$ cat src/design/bmpfb_pkg.sv
// ----------------------------------------------------------------------------
// bmpfb_pkg
// Shared constants and types of the BMP to framebuffer writer.
// ----------------------------------------------------------------------------
package bmpfb_pkg;

   localparam int DIM_WIDTH      = 13;
   localparam int COUNT_WIDTH    = 12;
   localparam int ADDR_WIDTH     = 24;
   localparam int VALUE_WIDTH    = 24;
   localparam int HPOS_WIDTH     = 6;
   localparam int CSR_IDX_WIDTH  = 2;

   localparam logic [DIM_WIDTH-1:0] MAX_DIMENSION = 13'd4096;
   localparam logic [HPOS_WIDTH-1:0] HEADER_BYTES = 6'd54;
   localparam logic [HPOS_WIDTH-1:0] HEADER_LAST  = 6'd53;
   localparam logic [HPOS_WIDTH-1:0] WIDTH_OFS    = 6'd18;
   localparam logic [HPOS_WIDTH-1:0] HEIGHT_OFS   = 6'd22;
   localparam logic [HPOS_WIDTH-1:0] BITS_OFS     = 6'd28;

   localparam logic [DIM_WIDTH-1:0] RESET_WIDTH  = 13'd800;
   localparam logic [DIM_WIDTH-1:0] RESET_HEIGHT = 13'd480;

   // Configuration register indexes.
   localparam logic [CSR_IDX_WIDTH-1:0] CSR_SCREEN_WIDTH  = 2'd0;
   localparam logic [CSR_IDX_WIDTH-1:0] CSR_SCREEN_HEIGHT = 2'd1;
   localparam logic [CSR_IDX_WIDTH-1:0] CSR_OUTPUT_FORMAT = 2'd2;

   // Output formats.
   localparam logic FMT_XRGB8888 = 1'b0;
   localparam logic FMT_RGB565   = 1'b1;

   // Byte phases within a pixel triple.
   localparam logic [1:0] PHASE_BLUE  = 2'd0;
   localparam logic [1:0] PHASE_GREEN = 2'd1;
   localparam logic [1:0] PHASE_RED   = 2'd2;

   typedef struct packed {
      logic [COUNT_WIDTH-1:0] col;
      logic [COUNT_WIDTH-1:0] row;
   } pos_type;

endpackage

$ cat src/design/bmpfb_req_if.sv
// ----------------------------------------------------------------------------
// bmpfb_req_if
// Input byte channel: one BMP file byte per transaction.
// ----------------------------------------------------------------------------
interface bmpfb_req_if import bmpfb_pkg::*; ();
   logic       valid;
   logic       ready;
   logic [7:0] file_byte;
   logic       first_byte;

   modport source (output valid, output file_byte, output first_byte, input ready);
   modport sink   (input valid, input file_byte, input first_byte, output ready);
endinterface

$ cat src/design/bmpfb_rsp_if.sv
// ----------------------------------------------------------------------------
// bmpfb_rsp_if
// Result channel: one framebuffer write per transaction.
// ----------------------------------------------------------------------------
interface bmpfb_rsp_if import bmpfb_pkg::*; ();
   logic                   valid;
   logic                   ready;
   logic [ADDR_WIDTH-1:0]  pixel_address;
   logic [VALUE_WIDTH-1:0] pixel_value;
   logic                   last_pixel;
   logic                   size_mismatch;

   modport source (output valid, output pixel_address, output pixel_value,
                   output last_pixel, output size_mismatch, input ready);
   modport sink   (input valid, input pixel_address, input pixel_value,
                   input last_pixel, input size_mismatch, output ready);
endinterface

$ cat src/design/bmpfb_pixel_calc.sv
// ----------------------------------------------------------------------------
// bmpfb_pixel_calc
// Converts one BGR triple and computes its flipped framebuffer address,
// the end-of-frame flag and the next column and row.
// ----------------------------------------------------------------------------
module bmpfb_pixel_calc import bmpfb_pkg::*; (
   input  pos_type                pos,
   input  logic [DIM_WIDTH-1:0]   eff_width,
   input  logic [DIM_WIDTH-1:0]   eff_height,
   input  logic                   out_format,
   input  logic [7:0]             blue,
   input  logic [7:0]             green,
   input  logic [7:0]             red,
   output logic [ADDR_WIDTH-1:0]  pixel_address,
   output logic [VALUE_WIDTH-1:0] pixel_value,
   output logic                   last_pixel,
   output pos_type                next_pos
);

   logic [DIM_WIDTH-1:0]   width_m1;
   logic [DIM_WIDTH-1:0]   height_m1;
   logic                   col_over;
   logic                   row_over;
   logic [COUNT_WIDTH-1:0] col_c;
   logic [COUNT_WIDTH-1:0] row_c;
   logic                   col_end;
   logic                   row_end;
   logic [COUNT_WIDTH-1:0] flip_row;
   logic [COUNT_WIDTH+DIM_WIDTH-1:0] row_base;
   logic [COUNT_WIDTH+DIM_WIDTH-1:0] addr_sum;

   assign width_m1  = eff_width - 13'd1;
   assign height_m1 = eff_height - 13'd1;

   // Positions past a shrunken screen clamp to the last column or row.
   assign col_over = {1'b0, pos.col} >= eff_width;
   assign row_over = {1'b0, pos.row} >= eff_height;
   assign col_c    = col_over ? width_m1[COUNT_WIDTH-1:0] : pos.col;
   assign row_c    = row_over ? height_m1[COUNT_WIDTH-1:0] : pos.row;
   assign col_end  = {1'b0, col_c} == width_m1;
   assign row_end  = {1'b0, row_c} == height_m1;

   assign last_pixel = col_over || row_over || (col_end && row_end);

   assign flip_row = height_m1[COUNT_WIDTH-1:0] - row_c;
   assign row_base = {{DIM_WIDTH{1'b0}}, flip_row} * {{COUNT_WIDTH{1'b0}}, eff_width};
   assign addr_sum = row_base + {{DIM_WIDTH{1'b0}}, col_c};
   assign pixel_address = addr_sum[ADDR_WIDTH-1:0];

   always_comb begin
      if (out_format == FMT_RGB565) begin
         pixel_value = {8'd0, red[7:3], green[7:2], blue[7:3]};
      end else begin
         pixel_value = {red, green, blue};
      end
   end

   always_comb begin
      if (col_end) begin
         next_pos.col = '0;
         next_pos.row = row_c + 12'd1;
      end else begin
         next_pos.col = col_c + 12'd1;
         next_pos.row = row_c;
      end
   end

endmodule

$ cat src/design/bmp_to_framebuffer_writer_core.sv
// ----------------------------------------------------------------------------
// bmp_to_framebuffer_writer_core
// Parses a BMP byte stream, checks its header against the screen settings
// and emits one converted, vertically flipped framebuffer write per pixel.
// ----------------------------------------------------------------------------
// A pixel write is registered and appears in the cycle after its red byte is accepted.
// Throughput: one byte per cycle; parsing and conversion run in one pass
// between the accepted byte and the result register.
// A stalled result register holds the input off until it is taken.
// Reset (synchronous) clears all parsing state and loads 800x480 XRGB8888.
// ----------------------------------------------------------------------------
module bmp_to_framebuffer_writer_core import bmpfb_pkg::*; (
   input  logic                     clock,
   input  logic                     reset,
   bmpfb_req_if.sink                req_if,
   bmpfb_rsp_if.source              rsp_if,
   input  logic                     csr_wr_en,
   input  logic [CSR_IDX_WIDTH-1:0] csr_index,
   input  logic [DIM_WIDTH-1:0]     csr_wr_data
);

   logic [DIM_WIDTH-1:0]  screen_width_ff;
   logic [DIM_WIDTH-1:0]  screen_height_ff;
   logic                  output_format_ff;

   logic [HPOS_WIDTH-1:0] hpos_ff,      hpos_in;
   logic [31:0]           width_word_ff,  width_word_in;
   logic [31:0]           height_word_ff, height_word_in;
   logic [31:0]           bits_word_ff,   bits_word_in;
   logic [1:0]            phase_ff,     phase_in;
   logic [15:0]           hold_ff,      hold_in;
   pos_type               pos_ff,       pos_in;
   logic                  done_ff,      done_in;
   logic                  mismatch_ff,  mismatch_in;

   logic                   rsp_valid_ff, rsp_valid_in;
   logic [ADDR_WIDTH-1:0]  rsp_addr_ff;
   logic [VALUE_WIDTH-1:0] rsp_value_ff;
   logic                   rsp_last_ff;
   logic                   rsp_mismatch_ff;

   // State as seen by the current byte: a first byte starts from scratch.
   logic [HPOS_WIDTH-1:0] cur_hpos;
   logic [31:0]           cur_width_word;
   logic [31:0]           cur_height_word;
   logic [31:0]           cur_bits_word;
   logic [1:0]            cur_phase;
   logic [15:0]           cur_hold;
   pos_type               cur_pos;
   logic                  cur_done;
   logic                  cur_mismatch;

   logic [DIM_WIDTH-1:0]   eff_width;
   logic [DIM_WIDTH-1:0]   eff_height;
   logic [28:0]            bytes_pp;
   logic [HPOS_WIDTH-1:0]  word_ofs;
   logic                   req_fire;
   logic                   emit;

   logic [ADDR_WIDTH-1:0]  calc_addr;
   logic [VALUE_WIDTH-1:0] calc_value;
   logic                   calc_last;
   pos_type                calc_next;

   always_comb begin
      if (screen_width_ff == '0) begin
         eff_width = 13'd1;
      end else if (screen_width_ff > MAX_DIMENSION) begin
         eff_width = MAX_DIMENSION;
      end else begin
         eff_width = screen_width_ff;
      end
      if (screen_height_ff == '0) begin
         eff_height = 13'd1;
      end else if (screen_height_ff > MAX_DIMENSION) begin
         eff_height = MAX_DIMENSION;
      end else begin
         eff_height = screen_height_ff;
      end
   end

   assign bytes_pp = (output_format_ff == FMT_RGB565) ? 29'd2 : 29'd4;

   assign req_if.ready = !rsp_valid_ff || rsp_if.ready;
   assign req_fire     = req_if.valid && req_if.ready;

   always_comb begin
      if (req_if.first_byte) begin
         cur_hpos        = '0;
         cur_width_word  = '0;
         cur_height_word = '0;
         cur_bits_word   = '0;
         cur_phase       = PHASE_BLUE;
         cur_hold        = '0;
         cur_pos         = '0;
         cur_done        = 1'b0;
         cur_mismatch    = 1'b0;
      end else begin
         cur_hpos        = hpos_ff;
         cur_width_word  = width_word_ff;
         cur_height_word = height_word_ff;
         cur_bits_word   = bits_word_ff;
         cur_phase       = phase_ff;
         cur_hold        = hold_ff;
         cur_pos         = pos_ff;
         cur_done        = done_ff;
         cur_mismatch    = mismatch_ff;
      end
   end

   bmpfb_pixel_calc u_calc (
      .pos           (cur_pos),
      .eff_width     (eff_width),
      .eff_height    (eff_height),
      .out_format    (output_format_ff),
      .blue          (cur_hold[7:0]),
      .green         (cur_hold[15:8]),
      .red           (req_if.file_byte),
      .pixel_address (calc_addr),
      .pixel_value   (calc_value),
      .last_pixel    (calc_last),
      .next_pos      (calc_next)
   );

   always_comb begin
      hpos_in        = cur_hpos;
      width_word_in  = cur_width_word;
      height_word_in = cur_height_word;
      bits_word_in   = cur_bits_word;
      phase_in       = cur_phase;
      hold_in        = cur_hold;
      pos_in         = cur_pos;
      done_in        = cur_done;
      mismatch_in    = cur_mismatch;
      emit           = 1'b0;
      word_ofs       = '0;

      if (cur_hpos < HEADER_BYTES) begin
         hpos_in = cur_hpos + 6'd1;
         if (cur_hpos inside {[18:21]}) begin
            word_ofs = cur_hpos - WIDTH_OFS;
            width_word_in[{word_ofs[1:0], 3'b000} +: 8] = req_if.file_byte;
         end else if (cur_hpos inside {[22:25]}) begin
            word_ofs = cur_hpos - HEIGHT_OFS;
            height_word_in[{word_ofs[1:0], 3'b000} +: 8] = req_if.file_byte;
         end else if (cur_hpos inside {[28:31]}) begin
            word_ofs = cur_hpos - BITS_OFS;
            bits_word_in[{word_ofs[1:0], 3'b000} +: 8] = req_if.file_byte;
         end
         // The final header byte carries no word, so the words are complete.
         if (cur_hpos == HEADER_LAST) begin
            mismatch_in = (cur_width_word != {19'd0, eff_width}) ||
                          (cur_height_word != {19'd0, eff_height}) ||
                          cur_bits_word[31] || (cur_bits_word[31:3] != bytes_pp);
         end
      end else if (!cur_done) begin
         case (cur_phase)
            PHASE_BLUE: begin
               hold_in  = {8'd0, req_if.file_byte};
               phase_in = PHASE_GREEN;
            end
            PHASE_GREEN: begin
               hold_in  = {req_if.file_byte, cur_hold[7:0]};
               phase_in = PHASE_RED;
            end
            default: begin
               phase_in = PHASE_BLUE;
               emit     = 1'b1;
               if (calc_last) begin
                  done_in = 1'b1;
               end else begin
                  pos_in = calc_next;
               end
            end
         endcase
      end
   end

   always_comb begin
      if (req_fire && emit) begin
         rsp_valid_in = 1'b1;
      end else if (rsp_if.ready) begin
         rsp_valid_in = 1'b0;
      end else begin
         rsp_valid_in = rsp_valid_ff;
      end
   end

   always_ff @(posedge clock) begin
      if (reset) begin
         screen_width_ff  <= RESET_WIDTH;
         screen_height_ff <= RESET_HEIGHT;
         output_format_ff <= FMT_XRGB8888;
      end else if (csr_wr_en) begin
         case (csr_index)
            CSR_SCREEN_WIDTH:  screen_width_ff  <= csr_wr_data;
            CSR_SCREEN_HEIGHT: screen_height_ff <= csr_wr_data;
            CSR_OUTPUT_FORMAT: output_format_ff <= csr_wr_data[0];
            default: ;
         endcase
      end
   end

   always_ff @(posedge clock) begin
      if (reset) begin
         hpos_ff        <= '0;
         width_word_ff  <= '0;
         height_word_ff <= '0;
         bits_word_ff   <= '0;
         phase_ff       <= PHASE_BLUE;
         hold_ff        <= '0;
         pos_ff         <= '0;
         done_ff        <= 1'b0;
         mismatch_ff    <= 1'b0;
         rsp_valid_ff   <= 1'b0;
      end else begin
         if (req_fire) begin
            hpos_ff        <= hpos_in;
            width_word_ff  <= width_word_in;
            height_word_ff <= height_word_in;
            bits_word_ff   <= bits_word_in;
            phase_ff       <= phase_in;
            hold_ff        <= hold_in;
            pos_ff         <= pos_in;
            done_ff        <= done_in;
            mismatch_ff    <= mismatch_in;
         end
         rsp_valid_ff <= rsp_valid_in;
      end
   end

   always_ff @(posedge clock) begin
      if (req_fire && emit) begin
         rsp_addr_ff     <= calc_addr;
         rsp_value_ff    <= calc_value;
         rsp_last_ff     <= calc_last;
         rsp_mismatch_ff <= cur_mismatch;
      end
   end

   assign rsp_if.valid         = rsp_valid_ff;
   assign rsp_if.pixel_address = rsp_addr_ff;
   assign rsp_if.pixel_value   = rsp_value_ff;
   assign rsp_if.last_pixel    = rsp_last_ff;
   assign rsp_if.size_mismatch = rsp_mismatch_ff;

endmodule

$ cat src/flat_wrapper.sv
// flat-port wrapper written by rule: the top's interface ports become plain ports
module bmp_to_framebuffer_writer_core_flat import bmpfb_pkg::*;
  (clock, reset, csr_wr_en, csr_index, csr_wr_data, req_if_valid, req_if_file_byte, req_if_first_byte, req_if_ready, rsp_if_valid, rsp_if_pixel_address, rsp_if_pixel_value, rsp_if_last_pixel, rsp_if_size_mismatch, rsp_if_ready);
  bmpfb_req_if req_if_i ();
  bmpfb_rsp_if rsp_if_i ();
  input  logic clock;
  input  logic reset;
  input  logic csr_wr_en;
  input  logic [CSR_IDX_WIDTH-1:0] csr_index;
  input  logic [DIM_WIDTH-1:0] csr_wr_data;
  input wire logic [$bits(req_if_i.valid)-1:0] req_if_valid;
  input wire logic [$bits(req_if_i.file_byte)-1:0] req_if_file_byte;
  input wire logic [$bits(req_if_i.first_byte)-1:0] req_if_first_byte;
  output wire logic [$bits(req_if_i.ready)-1:0] req_if_ready;
  output wire logic [$bits(rsp_if_i.valid)-1:0] rsp_if_valid;
  output wire logic [$bits(rsp_if_i.pixel_address)-1:0] rsp_if_pixel_address;
  output wire logic [$bits(rsp_if_i.pixel_value)-1:0] rsp_if_pixel_value;
  output wire logic [$bits(rsp_if_i.last_pixel)-1:0] rsp_if_last_pixel;
  output wire logic [$bits(rsp_if_i.size_mismatch)-1:0] rsp_if_size_mismatch;
  input wire logic [$bits(rsp_if_i.ready)-1:0] rsp_if_ready;
  assign req_if_i.valid = req_if_valid;
  assign req_if_i.file_byte = req_if_file_byte;
  assign req_if_i.first_byte = req_if_first_byte;
  assign req_if_ready = req_if_i.ready;
  assign rsp_if_valid = rsp_if_i.valid;
  assign rsp_if_pixel_address = rsp_if_i.pixel_address;
  assign rsp_if_pixel_value = rsp_if_i.pixel_value;
  assign rsp_if_last_pixel = rsp_if_i.last_pixel;
  assign rsp_if_size_mismatch = rsp_if_i.size_mismatch;
  assign rsp_if_i.ready = rsp_if_ready;
  bmp_to_framebuffer_writer_core u_core (.clock(clock), .reset(reset), .req_if(req_if_i), .rsp_if(rsp_if_i), .csr_wr_en(csr_wr_en), .csr_index(csr_index), .csr_wr_data(csr_wr_data));
endmodule
$ cat config.mk
export PLATFORM = sky130hd
export DESIGN_NAME = bmp_to_framebuffer_writer_core_flat
export DESIGN_NICKNAME = d
export VERILOG_FILES = /design/src/design/bmpfb_pkg.sv /design/src/design/bmpfb_req_if.sv /design/src/design/bmpfb_rsp_if.sv /design/src/design/bmpfb_pixel_calc.sv /design/src/design/bmp_to_framebuffer_writer_core.sv /design/src/flat_wrapper.sv
export SDC_FILE = /design/constraint.sdc
export NUM_CORES = 1
export LEC_CHECK = 0
export BUFFER_PORTS_ARGS = -buffer_cell sky130_fd_sc_hd__buf_2
export CAP_MARGIN = 10
export CORE_AREA = 2 2 253 255
export DETAILED_ROUTE_END_ITERATION = 8
export DIE_AREA = 0 0 255 257
export PLACE_DENSITY = 0.5
export SLEW_MARGIN = 20
export SYNTH_ARGS = -nofsm -noshare
export SYNTH_HDL_FRONTEND = slang
export SYNTH_SLANG_ARGS = --single-unit
$ cat constraint.sdc
create_clock -name clock -period 17.49 [get_ports clock]
set_input_delay 1.749 -clock clock [delete_from_list [all_inputs] [get_ports clock]]
set_output_delay 1.749 -clock clock [all_outputs]
set_load 0.02 [all_outputs]
After elaboration in Yosys (flattened, before gate mapping)
Index checks and enable logic that the tools add are counted.
- reduce and logical (&&, ||, !) cells: 22
- multiply operators: 1
- equal/unequal tests: 9
- magnitude comparators: 11
- add/subtract/negate cells: 13
- muxes and demuxes: 52
- shifts and indexed selects: 6
- operator list (operator ; number):
    $mux 32 ; 12
    $mux 24 ; 6
    $bwmux 32 ; 3
    $shift 8x7->32 const A ; 3
    $shiftx 8x7->32 ; 3
    $mux 16 ; 4
    $ne 32x13->1 ; 2
    $mux 13 ; 4
    $pmux 16 s2 ; 1
    $ne 29x29->1 ; 1
    $eq 12x13->1 ; 2
    $ge 12x13->1 ; 2
    $gt 13x13->1 const B ; 2
    $logic_not 13->1 ; 2
    $sub 13x1->13 const B ; 2
    $add 12x1->12 const B ; 2
    $add 24x12->24 ; 1
    $mul 12x13->24 ; 1
    $mux 12 ; 2
    $neg 5->7 ; 3
    $ge 6x5->1 const B ; 3
    $le 6x5->1 const B ; 3
    $mux 1 ; 13
    $mux 6 ; 2
    18 further kinds ; 35
- logic and storage cells: 133
- output and inout bits: 52
- bits in registers: 224

Logic depth before layout (Yosys ltp)
- word-level depth: 12
- gate-level depth with buffers: 45
- mapped depth without buffers: 42

Cells and area by module
A second synthesis with hierarchy kept.
- cells, all modules: 2033
- area total of the unflattened synthesis: 17912.2 µm²
- by module, submodules not included (module ; area each (µm²) ; instances ; seq. area each (µm²) ; cells an instance):
    bmp_to_framebuffer_writer_core ; 9491.6 ; 1 ; 4924.7 ; 995
    bmpfb_pixel_calc ; 8420.6 ; 1 ; 0.0 ; 1038

Least setup slack after synthesis
OpenSTA, ideal clock, no wires.
- path type: input to register
- start point: input port req_if_first_byte
- end point: register u_core.rsp_addr_ff[23], in the netlist u_core.rsp_if.pixel_address[23], data pin
- stages on the path: 40
- required time: 17.222 ns
- arrival time: 11.814 ns
- path slack: 5.409 ns
- buffers on the path: 7
- path through: clkbuf_1 -> clkbuf_1 -> clkbuf_1 -> clkbuf_1 -> nor2b_1 -> ha_1 -> a211oi_1 -> o21ai_0 -> a221oi_2 -> o21ai_1 -> clkbuf_1 -> clkbuf_1 -> a21oi_1 -> inv_1 -> ha_1 -> a21oi_1 -> o32ai_1 -> a211oi_2 -> [4 not listed] -> inv_1 -> fa_1 -> fa_1 -> inv_1 -> fa_1 -> inv_1 -> fa_1 -> ha_1 -> a21oi_1 -> a21boi_0 -> o221a_2 -> o31a_1 -> or4_1 -> a31oi_1 -> a21oi_1 -> a21oi_1 -> o21bai_1 -> xnor3_1
- cells in the longest elaborated chain, start to end: 6
- elaborated cells between the ends (all ways): 8
- classes of those cells: add/sub: 2; mul: 1; order compare: 2; mux: 3
- RTL lines (what ; RTL line ; source):
    start, declared ; flat_wrapper.sv:13 ; input wire logic [$bits(req_if_i.first_byte)-1:0] req_if_first_byte;
    $mux 24 * ; bmp_to_framebuffer_writer_core.sv:88 ; if (req_if.first_byte) begin
    $ge 12x13->1 ; bmpfb_pixel_calc.sv:37 ; assign row_over = {1'b0, pos.row} >= eff_height;
    $mux 12 ; bmpfb_pixel_calc.sv:39 ; assign row_c = row_over ? height_m1[COUNT_WIDTH-1:0] : pos.row;
    $sub 12x12->12 ; bmpfb_pixel_calc.sv:45 ; assign flip_row = height_m1[COUNT_WIDTH-1:0] - row_c;
    $mul 12x13->24 ; bmpfb_pixel_calc.sv:46 ; assign row_base = {{DIM_WIDTH{1'b0}}, flip_row} * {{COUNT_WIDTH{1'b0}}, eff_width};
    $add 24x12->24 * ; bmpfb_pixel_calc.sv:47 ; assign addr_sum = row_base + {{DIM_WIDTH{1'b0}}, col_c};
    via u_core.calc_addr[23] ; bmp_to_framebuffer_writer_core.sv:60 ; logic [ADDR_WIDTH-1:0] calc_addr;
    end signal, assigned ; bmp_to_framebuffer_writer_core.sv:234 ; rsp_addr_ff <= calc_addr;
    end, declared ; bmp_to_framebuffer_writer_core.sv:37 ; logic [ADDR_WIDTH-1:0] rsp_addr_ff;
Mark *: on every way through the listed nets, which the timed path passes. The rest lies on a longest branch.
A chain may end at the register's enable or synchronous reset.

Worst setup path after layout
Ends and elaborated chain as after synthesis.

==> impl_metrics.tcl <==
set metrics [dict create \
    p_per_area_nw_per_um2 94.3 \
    drv_slew 0 \
    instances_no_fill 3036 \
    grtUsageTotal_pct 17.2 \
    clockBufferDepth 3 \
    path_delay_family "compound AO/OA/AOI/OAI gates" \
    crit_required_ns 17.81 \
    synth_seq_cells 221 \
    fmax_mhz 75.7 \
    internal_power_mw 1.21 \
    grt_max_degree 74 \
    place.gp.congestion 0.896 \
    drv_cap 0 \
    first_pass_iters 8 \
    cts_resized 0 \
    h-tree-depth 1 \
    period_needed_ns 13.21 \
    cp_num_buf_inv 7 \
    dp_slack_ns 3.80 \
    synthFlopType "dfxtp_1" \
    critPathCaptureType "flop" \
    cp_max_fo 62 \
    clk_pin_slew_worst_paths_ns 0.06 \
    dr.first_iter.drc_count 1192 \
    post-dp-hpwl_um 42400 \
    tightestPinTransition_ns 1.12 \
    nNetsFinal 2426 \
    cts_buffers 27 \
    syn-num-nets 2414 \
    synth_edf_count 50 \
    postRouteAntennaNets 0 \
    clock_skew_ns 0.0244 \
    postCtsHoldBufs 0 \
    arrival_ns 13.53 \
    timing.final.ws_setup_ns 4.28 \
    utilization_pct 32.0 \
    routed_wl_um 56300 \
    min_period_over_period_pct 75.5 \
    wl_per_cell_um 18.5 \
    grt_use_met3_pct 1.99 \
    clock-sinks 221 \
    syn2layout_area_growth_pct 11.7 \
    async_reset_ff_share_pct 0 \
    hold_path.class "flop to flop" \
    post-place-cells 2984 \
    grt_pass1_vias 15700 \
    synthCells 2155 \
    cpMaxStageDelayCell "a21oi_1" \
    post_cts_buffers 0 \
    power.share.combinational_pct 39.3 \
    routed_via_density 5.16 \
    path_class "input pin to flop" \
    pwr-share-seq_pct 29.7 \
    synthesis.area_sq_um 18000 \
    syn_area_per_cell_sq_um 8.35 \
    ys_seq_area_share_pct 27.4 \
    busiest_layer "met2" \
    use_met2_pct 28.1 \
    synth_warnings 0 \
    vias 15700 \
    core_sq_um 62700 \
    p_leak_nw 8.39 \
    initial_utilization_pct 28.7 \
    pwr-share-clk_pct 31.0 \
    insertion_delay_ns 0.58 \
    p_switching_mw 0.688 \
    hold_viol 0 \
    rows 92 \
    finalSetupViolCount 0 \
    grt_overflow_total 0 \
    fin_tns_setup_ns 0 \
    cpPeakStageDelay_ns 0.78 \
    final_common_cell "nor2_1" \
    ioPinCount 81 \
    max-slew-margin-rel_pct 24.6 \
    die_area_sq_um 65500 \
    grt_pass1_wl_um 89700 \
    outcome "finished, final reports clean" \
    root_buffer "clkbuf_16" \
    ys_types 94 \
    ir_drop_uv 57.9 \
    antenna_found_initial 0 \
    fillCellCount 6643 \
    portBuffers 80 \
    die_y_um 257 \
    die_w_um 255 \
    swShare_pct 36.3 \
    startpoint_type "input pin" \
    drcViolationCount 0 \
    use_met1_pct 24.3 \
    layout-drive-gt1-share_pct 8.59 \
    rsz0062_at_grt "false" \
    final_cell_mix "232 x nor2_1, 225 x nand2_1, 216 x inv_1" \
    cts_tree "done" \
]
final cells by class:
type	instances	area, sq um	area share [%]
antenna	2	5.00	0.0249
clock buffer	35	726	3.61
clock inverter	15	189	0.940
inverter	218	818	4.07
multi-input combinational	1589	11800	58.5
sequential	221	4920	24.5
tap	846	1060	5.27
timing repair buffer	110	628	3.12
metrics by stage:
stage	area [sq um]	hold WS (ns)	power, mW
4_1_cts	20100	0.461	1.92
5_1_grt	20100	0.475	2.05
3_5_place_dp	19200	0.441	1.32
6_report	20100	0.454	1.90
3_3_place_gp	19200	0.441	1.31
2_1_floorplan	18000	0.425	1.15
synthesized netlist by cell type, types with 7 or more instances:
library cell	n	share of area [%]
xnor2_1	43	2.1
mux2i_1	28	1.6
or4_1	13	0.54
a22oi_1	106	4.4
ha_1	109	7.6
xor2_1	21	1.0
inv_1	217	4.5
nand3_1	41	1.1
nor4_1	28	0.97
nand3b_1	9	0.38
and3_1	20	0.70
buf_1	7	0.15
a21o_1	17	0.71
nor3b_1	13	0.54
nor2_1	233	4.9
o2bb2ai_1	8	0.39
buf_2	8	0.22
dfxtp_1	171	19
o21ai_0	69	1.9
o21ai_1	10	0.28
nand4_1	26	0.90
nor3_1	43	1.2
nor4b_1	8	0.39
o211ai_1	15	0.63
o21a_1	8	0.33
a21oi_1	97	2.7
a31oi_1	22	0.76
nand2_1	225	4.7
o31ai_1	7	0.29
o22ai_1	11	0.38
or3_1	11	0.38
clkbuf_1	110	2.3
fa_1	121	13
nor2b_1	49	1.7
or2_2	7	0.24
and2_1	28	0.97
nand2b_1	38	1.3
edfxtp_1	50	8.3
per-layer routing:
layer	wire [um]	vias to the layer above
met3	2600	75
met1	26500	7702
met2	26000	414
li1	-	7477
met5	0	-
met4	1170	0
cell families (layout without fill, tap and decap cells):
| group | count (synthesis) | count (layout) | synth area share (%) |
|---|---|---|---|
| and+or+nand+nor | 810 | 810 | 21.9 |
| AOI/OAI and AO/OA | 447 | 447 | 16.9 |
| buffers and inverters | 345 | 378 | 7.32 |
| adders and majority gates | 232 | 232 | 21.2 |
| DFF | 221 | 221 | 27.4 |
| xor gates and xnor gates | 66 | 66 | 3.37 |
| muxes | 34 | 34 | 1.95 |
| other | 0 | 2 | 0 |
power by group through the flow:
stage	registers [mW]	logic [mW]	clock network, mW
2_1_floorplan	0.569	0.579	0
3_3_place_gp	0.573	0.734	0
3_5_place_dp	0.573	0.746	0
4_1_cts	0.562	0.752	0.604
5_1_grt	0.562	0.862	0.622
6_report	0.562	0.745	0.588
path summary, 6_finish.rpt:
check | from | endpoint | slack [ns] | cells past startpoint
worst max-delay path | req_if_first_byte | u_core.rsp_if.pixel_address[23] | 4.28 | 38
worst min-delay path | u_core.pos_ff[15] | u_core.pos_ff[15] | 0.45 | 1
worst max register to register | u_core.screen_height_ff[5] | u_core.rsp_if.pixel_address[23] | 4.61 | 39
worst min register to register | u_core.pos_ff[15] | u_core.pos_ff[15] | 0.45 | 1
registers in the layout, summed over array words and instances, names as in the netlist:
name	flops
u_core.height_word_ff	32
u_core.width_word_ff	32
u_core.bits_word_ff	29
u_core.pos_ff	24
u_core.rsp_if.pixel_address	24
u_core.rsp_if.pixel_value	24
u_core.hold_ff	16
u_core.screen_height_ff	13
u_core.screen_width_ff	13
u_core.hpos_ff	6
u_core.phase_ff	2
u_core.done_ff	1
u_core.mismatch_ff	1
u_core.output_format_ff	1
u_core.rsp_if.last_pixel	1
u_core.rsp_if.size_mismatch	1
u_core.rsp_if.valid	1
(Power assumes the default switching activity.)
